`config.mk`:
```
export PLATFORM = sky130hd
export DESIGN_NAME = diff_drive_odometry
export DESIGN_NICKNAME = d
export VERILOG_FILES = /design/src/hdl/ddo_pkg.sv /design/src/hdl/ddo_mul.sv /design/src/hdl/ddo_div.sv /design/src/hdl/diff_drive_odometry.sv
export SDC_FILE = /design/constraint.sdc
export NUM_CORES = 2
export LEC_CHECK = 0
export BUFFER_PORTS_ARGS = -buffer_cell sky130_fd_sc_hd__buf_2
export CORE_UTILIZATION = 55
export DETAILED_ROUTE_END_ITERATION = 16
export PLACE_DENSITY = 0.72
export SKIP_CTS_REPAIR_TIMING = 1
export SYNTH_ARGS = -nofsm -noshare
export SYNTH_HDL_FRONTEND = slang
export SYNTH_SLANG_ARGS = --single-unit
```
`constraint.sdc`:
```
create_clock -name clk_i -period 7.65 [get_ports clk_i]
set_input_delay 0.765 -clock clk_i [delete_from_list [all_inputs] [get_ports clk_i]]
set_output_delay 0.765 -clock clk_i [all_outputs]
set_load 0.005 [all_outputs]
```
`src/hdl/ddo_pkg.sv`:
```
// ----------------------------------------------------------------------------
// ddo_pkg
// Shared constants, types and tables of the differential-drive odometry block.
// ----------------------------------------------------------------------------
package ddo_pkg;

  localparam int TICK_BITS_DEF = 12;
  localparam int POS_BITS_DEF  = 48;
  localparam int TRIG_BITS_DEF = 16;
  localparam int GYRO_BITS     = 16;

  localparam int CFG_W     = 32;
  localparam int CFG_IDX_W = 2;
  localparam int ANG_W     = 32;
  // q30 values of the series stay below 2^31
  localparam int Q_W       = 31;
  localparam int DEN_W     = 7;
  localparam int MUL_BW    = 32;

  localparam logic [31:0] PIQ30 = 32'd3373259426;

  localparam logic [CFG_IDX_W-1:0] REG_DIST = 2'd0;
  localparam logic [CFG_IDX_W-1:0] REG_HEAD = 2'd1;
  localparam logic [CFG_IDX_W-1:0] REG_GYRO = 2'd2;
  localparam logic [CFG_IDX_W-1:0] REG_MODE = 2'd3;

  localparam logic [31:0] DIST_RST = 32'd662150;
  localparam logic [31:0] HEAD_RST = 32'd353050;
  localparam logic [31:0] GYRO_RST = 32'd6836;

  typedef enum logic [3:0] {
    ST_IDLE, ST_MUL_M, ST_MUL_D, ST_HEAD, ST_MUL_PHI, ST_MUL_X2, ST_MUL_T,
    ST_DIV_T, ST_ACC_T, ST_SC_X, ST_ADD_X, ST_SC_Y, ST_ADD_Y, ST_OUT
  } ddo_state_e;

  // taylor term divisors: sin uses (2k+2)(2k+3), cos uses (2k+1)(2k+2)
  function automatic logic [DEN_W-1:0] taylor_div(input logic cos_sel,
                                                  input logic [2:0] k);
    logic [DEN_W-1:0] v;
    v = 7'd1;
    unique case ({cos_sel, k})
      4'b0_000: v = 7'd6;
      4'b0_001: v = 7'd20;
      4'b0_010: v = 7'd42;
      4'b0_011: v = 7'd72;
      4'b0_100: v = 7'd110;
      4'b1_000: v = 7'd2;
      4'b1_001: v = 7'd12;
      4'b1_010: v = 7'd30;
      4'b1_011: v = 7'd56;
      4'b1_100: v = 7'd90;
      default:  v = 7'd1;
    endcase
    return v;
  endfunction

endpackage

```
`src/hdl/ddo_mul.sv`:
```
// ----------------------------------------------------------------------------
// ddo_mul
// Bit-serial unsigned multiplier, one multiplier bit per cycle.
// ----------------------------------------------------------------------------
module ddo_mul import ddo_pkg::*; #(
  parameter int AW = 45,
  parameter int BW = MUL_BW
) (
  input  logic             clk_i,
  input  logic             rst_ni,
  input  logic             start_i,
  input  logic [AW-1:0]    a_i,
  input  logic [BW-1:0]    b_i,
  output logic             done_o,
  output logic [AW+BW-1:0] prod_o
);

  localparam int PW = AW + BW;
  localparam int CW = $clog2(BW + 1);

  logic [PW-1:0] a_sh_q;
  logic [PW-1:0] acc_q;
  logic [BW-1:0] b_q;
  logic [CW-1:0] cnt_q;
  logic          busy_q;
  logic          done_q;

  always_ff @(posedge clk_i or negedge rst_ni) begin
    if (!rst_ni) begin
      busy_q <= 1'b0;
      cnt_q  <= '0;
      done_q <= 1'b0;
    end else begin
      done_q <= busy_q && (cnt_q == CW'(1));
      if (start_i) begin
        busy_q <= 1'b1;
        cnt_q  <= CW'(BW);
      end else if (busy_q) begin
        cnt_q <= cnt_q - CW'(1);
        if (cnt_q == CW'(1)) begin
          busy_q <= 1'b0;
        end
      end
    end
  end

  always_ff @(posedge clk_i) begin
    if (start_i) begin
      a_sh_q <= PW'(a_i);
      b_q    <= b_i;
      acc_q  <= '0;
    end else if (busy_q) begin
      if (b_q[0]) begin
        acc_q <= acc_q + a_sh_q;
      end
      a_sh_q <= {a_sh_q[PW-2:0], 1'b0};
      b_q    <= {1'b0, b_q[BW-1:1]};
    end
  end

  assign done_o = done_q;
  assign prod_o = acc_q;

endmodule

```
`src/hdl/ddo_div.sv`:
```
// ----------------------------------------------------------------------------
// ddo_div
// Restoring divider, one quotient bit per cycle, for the series divisors.
// ----------------------------------------------------------------------------
module ddo_div import ddo_pkg::*; #(
  parameter int NW = Q_W,
  parameter int DW = DEN_W
) (
  input  logic          clk_i,
  input  logic          rst_ni,
  input  logic          start_i,
  input  logic [NW-1:0] num_i,
  input  logic [DW-1:0] den_i,
  output logic          done_o,
  output logic [NW-1:0] quo_o
);

  localparam int CW = $clog2(NW + 1);

  logic [NW-1:0] num_q;
  logic [NW-1:0] quo_q;
  logic [DW-1:0] rem_q;
  logic [DW-1:0] den_q;
  logic [CW-1:0] cnt_q;
  logic          busy_q;
  logic          done_q;
  logic [DW:0]   trial;
  logic          fits;

  assign trial = {rem_q, num_q[NW-1]};
  assign fits  = (trial >= {1'b0, den_q});

  always_ff @(posedge clk_i or negedge rst_ni) begin
    if (!rst_ni) begin
      busy_q <= 1'b0;
      cnt_q  <= '0;
      done_q <= 1'b0;
    end else begin
      done_q <= busy_q && (cnt_q == CW'(1));
      if (start_i) begin
        busy_q <= 1'b1;
        cnt_q  <= CW'(NW);
      end else if (busy_q) begin
        cnt_q <= cnt_q - CW'(1);
        if (cnt_q == CW'(1)) begin
          busy_q <= 1'b0;
        end
      end
    end
  end

  always_ff @(posedge clk_i) begin
    if (start_i) begin
      num_q <= num_i;
      den_q <= den_i;
      rem_q <= '0;
      quo_q <= '0;
    end else if (busy_q) begin
      // remainder stays below the divisor, so it fits in DW bits
      rem_q <= fits ? DW'(trial - {1'b0, den_q}) : trial[DW-1:0];
      quo_q <= {quo_q[NW-2:0], fits};
      num_q <= {num_q[NW-2:0], 1'b0};
    end
  end

  assign done_o = done_q;
  assign quo_o  = quo_q;

endmodule

```
`src/hdl/diff_drive_odometry.sv`:
```
// ----------------------------------------------------------------------------
// diff_drive_odometry
// Dead-reckoning pose integrator for a differential-drive robot.
// ----------------------------------------------------------------------------
// One sample is taken at a time. The cost is set by a bit-serial multiplier
// (32-bit multiplier operand), shared by all products, and a bit-serial
// divider used for the series: six products for distance, heading, angle
// scaling, the squared angle and the two axis steps, and ten multiply-divide
// pairs of the sine and cosine series. The result sits in an output register
// so the next sample is accepted while the previous result waits.
module diff_drive_odometry import ddo_pkg::*; #(
  parameter int TICK_BITS = TICK_BITS_DEF,
  parameter int POS_BITS  = POS_BITS_DEF,
  parameter int TRIG_BITS = TRIG_BITS_DEF
) (
  input  logic                        clk_i,
  input  logic                        rst_ni,
  input  logic                        cfg_we_i,
  input  logic [CFG_IDX_W-1:0]        cfg_idx_i,
  input  logic [CFG_W-1:0]            cfg_data_i,
  input  logic                        in_valid_i,
  output logic                        in_ready_o,
  input  logic signed [TICK_BITS-1:0] right_ticks_i,
  input  logic signed [TICK_BITS-1:0] left_ticks_i,
  input  logic signed [GYRO_BITS-1:0] gyro_rate_i,
  output logic                        out_valid_o,
  input  logic                        out_ready_i,
  output logic signed [31:0]          pos_x_o,
  output logic signed [31:0]          pos_y_o,
  output logic signed [15:0]          heading_out_o,
  output logic                        pos_saturated_o
);

  localparam int SUM_W  = TICK_BITS + 1;
  localparam int AW     = 32 + SUM_W;
  localparam int PW     = AW + MUL_BW;
  localparam int UT_W   = TRIG_BITS + 1;
  localparam int TSHIFT = 30 - TRIG_BITS;
  localparam int EW     = ((POS_BITS > AW) ? POS_BITS : AW) + 2;
  localparam logic signed [EW-1:0] PMAX =
    $signed({{(EW-POS_BITS+1){1'b0}}, {(POS_BITS-1){1'b1}}});
  localparam logic signed [EW-1:0] PMIN = -PMAX - EW'(1);

  ddo_state_e state_q, state_d;

  // configuration
  logic [31:0] dist_q, head_q, gyro_q;
  logic        mode_q;

  // sample and working registers
  logic signed [TICK_BITS-1:0] rt_q, lt_q;
  logic signed [GYRO_BITS-1:0] gr_q;
  logic [AW-1:0]    m_mag_q;
  logic             m_neg_q;
  logic [32:0]      d_q;
  logic [ANG_W-1:0] ang_q;
  logic [Q_W-1:0]   x2_q, t_q, tt_q;
  logic signed [32:0] ser_q, s_q;
  logic [2:0]       k_q;
  logic             cos_sel_q;
  logic [UT_W-1:0]  ux_q, uy_q;
  logic             xneg_q, yneg_q;
  logic [AW-1:0]    res_q;
  logic             launched_q;
  logic             sat_q;

  // state
  logic signed [POS_BITS-1:0] x_acc_q, y_acc_q;
  logic [ANG_W-1:0]           heading_q;

  // output register
  logic               out_valid_q;
  logic signed [31:0] pos_x_q, pos_y_q;
  logic [15:0]        head_out_q;
  logic               pos_sat_q;

  // serial units
  logic            mul_start, mul_done;
  logic [AW-1:0]   mul_a;
  logic [MUL_BW-1:0] mul_b;
  logic [PW-1:0]   mul_p;
  logic            div_start, div_done;
  logic [Q_W-1:0]  div_q;

  logic signed [SUM_W-1:0] sum, diff;
  logic [SUM_W-1:0]        sum_abs, diff_abs;
  logic [GYRO_BITS:0]      gr_abs;
  logic [29:0]             r_red;
  logic [32:0]             d_new;
  logic signed [32:0]      ser_d;
  logic [UT_W-1:0]         s_rnd, c_rnd;
  logic [PW-1:0]           p_rnd;
  logic signed [EW-1:0]    add_sum;
  logic signed [POS_BITS-1:0] add_res;
  logic                    add_sat;
  logic [32:0]             ox, oy;
  logic                    in_acc, out_load;

  function automatic logic [UT_W-1:0] trig_round(input logic signed [32:0] v);
    logic [31:0] pos;
    pos = v[32] ? 32'd0 : v[31:0];
    pos = pos + (32'd1 << (TSHIFT - 1));
    return pos[30:TSHIFT];
  endfunction

  // floor by 2^16 then clamp to 32 bits; top bit flags the clamp
  function automatic logic [32:0] out_pos(input logic signed [POS_BITS-1:0] a);
    logic signed [63:0] sh;
    logic [32:0] r;
    sh = 64'(a) >>> 16;
    if (sh > 64'sd2147483647) begin
      r = {1'b1, 32'h7fffffff};
    end else if (sh < -64'sd2147483648) begin
      r = {1'b1, 32'h80000000};
    end else begin
      r = {1'b0, sh[31:0]};
    end
    return r;
  endfunction

  assign sum      = SUM_W'(rt_q) + SUM_W'(lt_q);
  assign diff     = SUM_W'(rt_q) - SUM_W'(lt_q);
  assign sum_abs  = sum[SUM_W-1] ? SUM_W'(-sum) : SUM_W'(sum);
  assign diff_abs = diff[SUM_W-1] ? SUM_W'(-diff) : SUM_W'(diff);
  assign gr_abs   = gr_q[GYRO_BITS-1] ? (GYRO_BITS+1)'(-(GYRO_BITS+1)'(gr_q))
                                      : (GYRO_BITS+1)'(gr_q);
  // octant folding: odd octants mirror the angle
  assign r_red    = ang_q[29] ? (30'h20000000 - {1'b0, ang_q[28:0]})
                              : {1'b0, ang_q[28:0]};
  assign d_new    = (mode_q ? gr_q[GYRO_BITS-1] : diff[SUM_W-1]) ? (33'd0 - mul_p[32:0])
                                                                 : mul_p[32:0];
  assign ser_d    = k_q[0] ? (ser_q + 33'(t_q)) : (ser_q - 33'(t_q));
  assign s_rnd    = trig_round(s_q);
  assign c_rnd    = trig_round(ser_d);
  assign p_rnd    = mul_p + PW'(1 << TRIG_BITS);

  always_comb begin
    logic signed [EW-1:0] delta;
    logic signed [POS_BITS-1:0] acc;
    acc     = (state_q == ST_ADD_X) ? x_acc_q : y_acc_q;
    delta   = ((state_q == ST_ADD_X) ? xneg_q : yneg_q) ? -EW'(res_q) : EW'(res_q);
    add_sum = EW'(acc) + delta;
    add_sat = 1'b0;
    add_res = add_sum[POS_BITS-1:0];
    if (add_sum > PMAX) begin
      add_res = PMAX[POS_BITS-1:0];
      add_sat = 1'b1;
    end else if (add_sum < PMIN) begin
      add_res = PMIN[POS_BITS-1:0];
      add_sat = 1'b1;
    end
  end

  assign ox = out_pos(x_acc_q);
  assign oy = out_pos(y_acc_q);

  // next state
  always_comb begin
    state_d = state_q;
    unique case (state_q)
      ST_IDLE:    if (in_valid_i) state_d = ST_MUL_M;
      ST_MUL_M:   if (mul_done) state_d = ST_MUL_D;
      ST_MUL_D:   if (mul_done) state_d = ST_HEAD;
      ST_HEAD:    state_d = ST_MUL_PHI;
      ST_MUL_PHI: if (mul_done) state_d = ST_MUL_X2;
      ST_MUL_X2:  if (mul_done) state_d = ST_MUL_T;
      ST_MUL_T:   if (mul_done) state_d = ST_DIV_T;
      ST_DIV_T:   if (div_done) state_d = ST_ACC_T;
      ST_ACC_T: begin
        if (k_q == 3'd4 && cos_sel_q) state_d = ST_SC_X;
        else state_d = ST_MUL_T;
      end
      ST_SC_X:    if (mul_done) state_d = ST_ADD_X;
      ST_ADD_X:   state_d = ST_SC_Y;
      ST_SC_Y:    if (mul_done) state_d = ST_ADD_Y;
      ST_ADD_Y:   state_d = ST_OUT;
      ST_OUT:     if (!out_valid_q || out_ready_i) state_d = ST_IDLE;
      default:    state_d = ST_IDLE;
    endcase
  end

  // outputs of the sequencer
  always_comb begin
    mul_start = 1'b0;
    div_start = 1'b0;
    mul_a     = '0;
    mul_b     = '0;
    unique case (state_q)
      ST_MUL_M: begin
        mul_start = !launched_q;
        mul_a     = AW'(dist_q);
        mul_b     = MUL_BW'(sum_abs);
      end
      ST_MUL_D: begin
        mul_start = !launched_q;
        mul_a     = mode_q ? AW'(gyro_q) : AW'(head_q);
        mul_b     = mode_q ? MUL_BW'(gr_abs) : MUL_BW'(diff_abs);
      end
      ST_MUL_PHI: begin
        mul_start = !launched_q;
        mul_a     = AW'(r_red);
        mul_b     = PIQ30;
      end
      ST_MUL_X2: begin
        mul_start = !launched_q;
        mul_a     = AW'(t_q);
        mul_b     = MUL_BW'(t_q);
      end
      ST_MUL_T: begin
        mul_start = !launched_q;
        mul_a     = AW'(t_q);
        mul_b     = MUL_BW'(x2_q);
      end
      ST_DIV_T: div_start = !launched_q;
      ST_SC_X: begin
        mul_start = !launched_q;
        mul_a     = m_mag_q;
        mul_b     = MUL_BW'(ux_q);
      end
      ST_SC_Y: begin
        mul_start = !launched_q;
        mul_a     = m_mag_q;
        mul_b     = MUL_BW'(uy_q);
      end
      default: begin
        mul_start = 1'b0;
      end
    endcase
  end

  assign in_ready_o = (state_q == ST_IDLE);
  assign in_acc     = in_valid_i && (state_q == ST_IDLE);
  assign out_load   = (state_q == ST_OUT) && (!out_valid_q || out_ready_i);

  ddo_mul #(.AW(AW), .BW(MUL_BW)) u_mul (
    .clk_i   (clk_i),
    .rst_ni  (rst_ni),
    .start_i (mul_start),
    .a_i     (mul_a),
    .b_i     (mul_b),
    .done_o  (mul_done),
    .prod_o  (mul_p)
  );

  ddo_div #(.NW(Q_W), .DW(DEN_W)) u_div (
    .clk_i   (clk_i),
    .rst_ni  (rst_ni),
    .start_i (div_start),
    .num_i   (tt_q),
    .den_i   (taylor_div(cos_sel_q, k_q)),
    .done_o  (div_done),
    .quo_o   (div_q)
  );

  // control, configuration and pose state
  always_ff @(posedge clk_i or negedge rst_ni) begin
    if (!rst_ni) begin
      state_q     <= ST_IDLE;
      launched_q  <= 1'b0;
      out_valid_q <= 1'b0;
      dist_q      <= DIST_RST;
      head_q      <= HEAD_RST;
      gyro_q      <= GYRO_RST;
      mode_q      <= 1'b0;
      x_acc_q     <= '0;
      y_acc_q     <= '0;
      heading_q   <= '0;
      k_q         <= '0;
      cos_sel_q   <= 1'b0;
    end else begin
      state_q <= state_d;
      if (mul_done || div_done) begin
        launched_q <= 1'b0;
      end else if (mul_start || div_start) begin
        launched_q <= 1'b1;
      end
      if (out_load) begin
        out_valid_q <= 1'b1;
      end else if (out_ready_i) begin
        out_valid_q <= 1'b0;
      end
      if (cfg_we_i) begin
        unique case (cfg_idx_i)
          REG_DIST: dist_q <= cfg_data_i;
          REG_HEAD: head_q <= cfg_data_i;
          REG_GYRO: gyro_q <= cfg_data_i;
          REG_MODE: mode_q <= cfg_data_i[0];
          default:  mode_q <= mode_q;
        endcase
      end
      if (state_q == ST_HEAD) begin
        heading_q <= heading_q + d_q[31:0];
      end
      if (state_q == ST_ADD_X) x_acc_q <= add_res;
      if (state_q == ST_ADD_Y) y_acc_q <= add_res;
      if (state_q == ST_MUL_PHI && mul_done) begin
        k_q       <= '0;
        cos_sel_q <= 1'b0;
      end
      if (state_q == ST_ACC_T) begin
        if (k_q == 3'd4) begin
          k_q       <= '0;
          cos_sel_q <= 1'b1;
        end else begin
          k_q <= k_q + 3'd1;
        end
      end
    end
  end

  // datapath
  always_ff @(posedge clk_i) begin
    if (in_acc) begin
      rt_q  <= right_ticks_i;
      lt_q  <= left_ticks_i;
      gr_q  <= gyro_rate_i;
      sat_q <= 1'b0;
    end
    if (state_q == ST_MUL_M && mul_done) begin
      m_mag_q <= mul_p[AW-1:0];
      m_neg_q <= sum[SUM_W-1];
    end
    if (state_q == ST_MUL_D && mul_done) begin
      d_q <= d_new;
    end
    if (state_q == ST_HEAD) begin
      // wheel mode trig angle is old heading plus floor of half the increment
      ang_q <= mode_q ? (heading_q + d_q[31:0]) : (heading_q + d_q[32:1]);
    end
    if (state_q == ST_MUL_PHI && mul_done) begin
      t_q   <= mul_p[31+Q_W-1:31];
      ser_q <= 33'(mul_p[31+Q_W-1:31]);
    end
    if (state_q == ST_MUL_X2 && mul_done) begin
      x2_q <= mul_p[30+Q_W-1:30];
    end
    if (state_q == ST_MUL_T && mul_done) begin
      tt_q <= mul_p[30+Q_W-1:30];
    end
    if (state_q == ST_DIV_T && div_done) begin
      t_q <= div_q;
    end
    if (state_q == ST_ACC_T) begin
      if (k_q == 3'd4 && !cos_sel_q) begin
        s_q   <= ser_d;
        t_q   <= Q_W'(1 << 30);
        ser_q <= 33'(1 << 30);
      end else begin
        ser_q <= ser_d;
      end
      if (k_q == 3'd4 && cos_sel_q) begin
        // co takes sine in octants 1,2,5,6; signs from the upper octant bits
        ux_q   <= (ang_q[29] ^ ang_q[30]) ? s_rnd : c_rnd;
        uy_q   <= (ang_q[29] ^ ang_q[30]) ? c_rnd : s_rnd;
        xneg_q <= m_neg_q ^ (ang_q[31] ^ ang_q[30]);
        yneg_q <= m_neg_q ^ ang_q[31];
      end
    end
    if ((state_q == ST_SC_X || state_q == ST_SC_Y) && mul_done) begin
      res_q <= p_rnd[TRIG_BITS+1+AW-1:TRIG_BITS+1];
    end
    if ((state_q == ST_ADD_X || state_q == ST_ADD_Y) && add_sat) begin
      sat_q <= 1'b1;
    end
    if (out_load) begin
      pos_x_q    <= ox[31:0];
      pos_y_q    <= oy[31:0];
      head_out_q <= heading_q[31:16];
      pos_sat_q  <= sat_q | ox[32] | oy[32];
    end
  end

  assign out_valid_o     = out_valid_q;
  assign pos_x_o         = pos_x_q;
  assign pos_y_o         = pos_y_q;
  assign heading_out_o   = head_out_q;
  assign pos_saturated_o = pos_sat_q;

endmodule
```
==> metrics.md <==
| Metric | Value |
|---|---|
| Adder-cell area share of the yosys netlist | 6.22% |
| Worst-skew pair later-pin latency | 0.70 ns |
| CP cell instances | nor2_1 > nand2_1 > nor4_2 > nand3_1 > nor4_4 > nand2_1 > or3_1 > o41ai_1 > xnor2_1 > ha_1 > and4_1 > nand2_1 > nor4_1 > a2111oi_0 > a21o_1 > a311o_1 > or2_1 > nand2_2 > buf_4 > o211ai_1 > a21oi_1 |
| Ys async rst share | 26.6% |
| Register bit count reported by yosys | 941 |
| Initial antenna violation count | 1 |
| Clock Tree Root | clkbuf_16 |
| Reg-to-Reg Start | res_q[2] |
| Crit path max-delay family | simple AND/OR/NAND/NOR gates |
| Max-cap viol count | 0 |
| Die area | 99,600 um2 |
| Largest family of logic cells by synthesized area | compound AO/OA/AOI/OAI gates |
| Worst hold path class | input port to async pin |
| H-tree levels | 3 |
| P per Cell Area | 180 nW/um2 |
| GRT Util Overall | 28.9% |
| EDFF count, synth | 542 |
| Fillers | 8,085 |
| Relative slew slack | 26.3% |
| Slew Viols, Final | 0 |
| Worst Tran Pin Value | 1.11 ns |
| Area fraction in compound gates after synthesis | 16.8% |
| Commonest non-fill, non-tap cells in the layout | nand2_1, edfxtp_1, a21oi_1 |
| Total wire length | 145,000 um |
| RSZ-0062 raised after global routing | false |
| Vias in the first global route | 39.6k |
| Area after DPL | 55,800 um2 |
| Most common cell after layout, fill and taps aside | nand2_1 |
| Vias/cell | 6.11 |
| Largest stage delay on the critical path | 0.45 ns |
| GPL Wtd Cong | 0.950 |
| Post-Syn Instances | 5,564 |
| Mux cell area share after synthesis | 4.75% |
| LEAKAGE | 25.2 nW |
| Data required time at the worst endpoint | 8.24 ns |
| Layout Nets | 5,876 |
| Total grt overflow | 0 |
| Drt first-iter violations | 3,591 |
| Mapped Area | 54,100 um2 |
| Critical Path Start | res_q[2] |
| Dpl hpwl | 106,000 um |
| Inserted Clock Buffers | 99 |
| Cell mode on critical path | nand2_1 |
| Fin Setup TNS | 0 ns |
| First-pass GRT wire length | 226,000 um |
| Total Power | 10.7 mW |
| Post-route DRC | 2 |
| Xor and xnor area share after synthesis | 7.07% |
| CP max-delay cell | nor4_2 |
| PnR worst setup slack | 1.27 ns |
| ANT nets after route | 0 |
| Final setup fails | 0 |
| Fin area | 59,100 um2 |
| Final hold violation count | 0 |
| I/O Pins | 162 |
| CTS Buffer Depth | 3 |
| Ys Warns | 0 |
| Reg area | 25,500 um2 |
| Horiz. Die Dim | 316 um |
| Simple-Gate Fraction of Synth Area | 14.5% |
| Status | complete, but fails checks |
| Period Utilization, post-route | 83.4% |
| CTS tree | built |
| Post-Syn Nets | 5,907 |
| Reg clk slew, reported paths | 0.06 ns |
| Primary FF master, synth | edfxtp_1 |
| Row Count | 114 |
| Maximum VDD drop | 203 uV |
| I/O Buffers | 161 |
| Post-route minimum period | 6.38 ns |
| WP buf/inv | 1 |
| Critical Path AT | 6.97 ns |
| CP Class | flop to flop |
| Starting Density | 55.7% |
| Failing checks | DRC |
| Multi-input gate area | 26,800 um2 |
| CP startpoint kind | flop |
| DR WL/cell | 21.0 um |
| Core ar. | 97,100 um2 |
| Seq/Total Area, Yosys | 47.2% |
| Layout cell share with drive strength beyond 1 | 10.6% |
| Place WS | 1.28 ns |
| Syn-to-layout area delta | 9.25% |
| Vias | 42.2k |
| Max Clock Skew | 0.0314 ns |
| # clock sinks | 941 |
| Pin count of the biggest net entering global routing | 102 |
| Post-synthesis area per instance | 9.72 um2 |
| Crit. End Element | flop |
| Die H | 316 um |
| Maximum clock rate | 157 MHz |
| Cell variety after synth | 94 |
| CP max FO | 46 |
| Antenna Cells | 0 |
| Drt first pass iters | 14 |
## metal layers
metal / track usage (%) / vias up / routed length [um]
met5: 0 / - / 0
met4: 10.1 / 0 / 4930
met3: 3.91 / 223 / 10400
met1: 41.1 / 20300 / 63800
li1: - / 20100 / -
met2: 45.5 / 1564 / 65500
## cell usage after synthesis (all sizes together) (9+ instances only)
cell type  instances  area share [%]
a22oi             42            0.58
a21o             140             1.9
xor2             170             2.8
nor3              82            0.77
o211ai            20            0.28
buf               28            0.21
a211oi            75             1.0
o21bai            35            0.49
dfstp             24             1.2
o31ai             40            0.58
inv              136            0.94
or3               42            0.52
nand2            800             5.6
o21a              28            0.39
nand4             59            0.68
dfrtp            226              10
or2               12            0.14
a21oi            402             3.7
a31oi             46            0.53
or4                9            0.12
o41ai             20            0.32
nand3b            10            0.14
a2111oi           11            0.18
a221oi            50            0.83
nand3            112             1.0
nor2b             36            0.42
a211o             12            0.19
nor4              26            0.34
clkbuf           329             2.3
nor2             402             2.8
mux2i            131             2.4
a41oi             12            0.19
mux2             112             2.3
o21ai            381             3.5
nand2b            59            0.68
edfxtp           542              30
and3              54            0.62
a22o              21            0.34
and2              26            0.30
xnor2            265             4.3
and4              11            0.18
ha               256             5.9
dfxtp            149             5.5
## through the flow
stage                     hold slack (ns)  std cells  util (%)
after floorplan                     0.427       5564         -
after global placement              0.457       6708      57.4
after detailed placement            0.456       6708      57.4
after CTS                          0.0778       6896      60.9
after global routing                0.121       6896      60.9
final                               0.100       6896      60.9
## final cells by class
class / instances / area share, %
multi-input cells: 4129 / 45.4
flip-flops and latches: 941 / 43.2
well taps: 1276 / 2.70
inverters: 137 / 0.870
clock buffers: 138 / 4.82
clock inverters: 50 / 0.790
repair buffers: 225 / 2.21
## state kept, by name, summed over array words and instances, names as in the netlist, 33 cells and up
name / cells
u_mul.a_sh_q: 62
u_mul.prod_o: 62
x_acc_q: 48
y_acc_q: 48
m_mag_q: 45
res_q: 45
d_q: 33
ser_q: 33
## cell families (layout without fill, tap and decap cells)
family                   after synthesis  count (layout)
adder cells (fa/ha/maj)              264             264
flip-flops                           941             941
multiplexers                         243             243
AO/OA/AOI/OAI                       1434            1434
AND/OR/NAND/NOR                     1753            1753
XOR/XNOR                             435             435
buffers and inverters                494             550
## worst paths after layout
check                                endpoint  slack, ns  cells past startpoint
worst min register to register     x_acc_q[5]       0.48                      2
min in group clk_i                    rt_q[6]       0.23                      1
worst max register to register     x_acc_q[3]       1.27                     21
worst max-delay path               x_acc_q[3]       1.27                     21
max in group asynchronous        u_div.busy_q       6.15                      2
worst min-delay path            heading_q[17]       0.10                      1
## power breakdown
part	switching (mW)	leakage (nW)	internal [mW]
Sequential	0.0709	9.11	5.44
Combinational	0.142	14.4	0.141
Clock	2.11	1.61	2.76
## worst reg2reg max path: cells and delay by family (launching register included)
family          cells  cell delay (ns)
flops               1             0.42
buf+inv             1             0.45
simple gates       12             3.35
compound gates      6             1.48
xor+xnor            1             0.13
fa+ha+maj           1             0.44
Power figures use the tool's default switching activity.
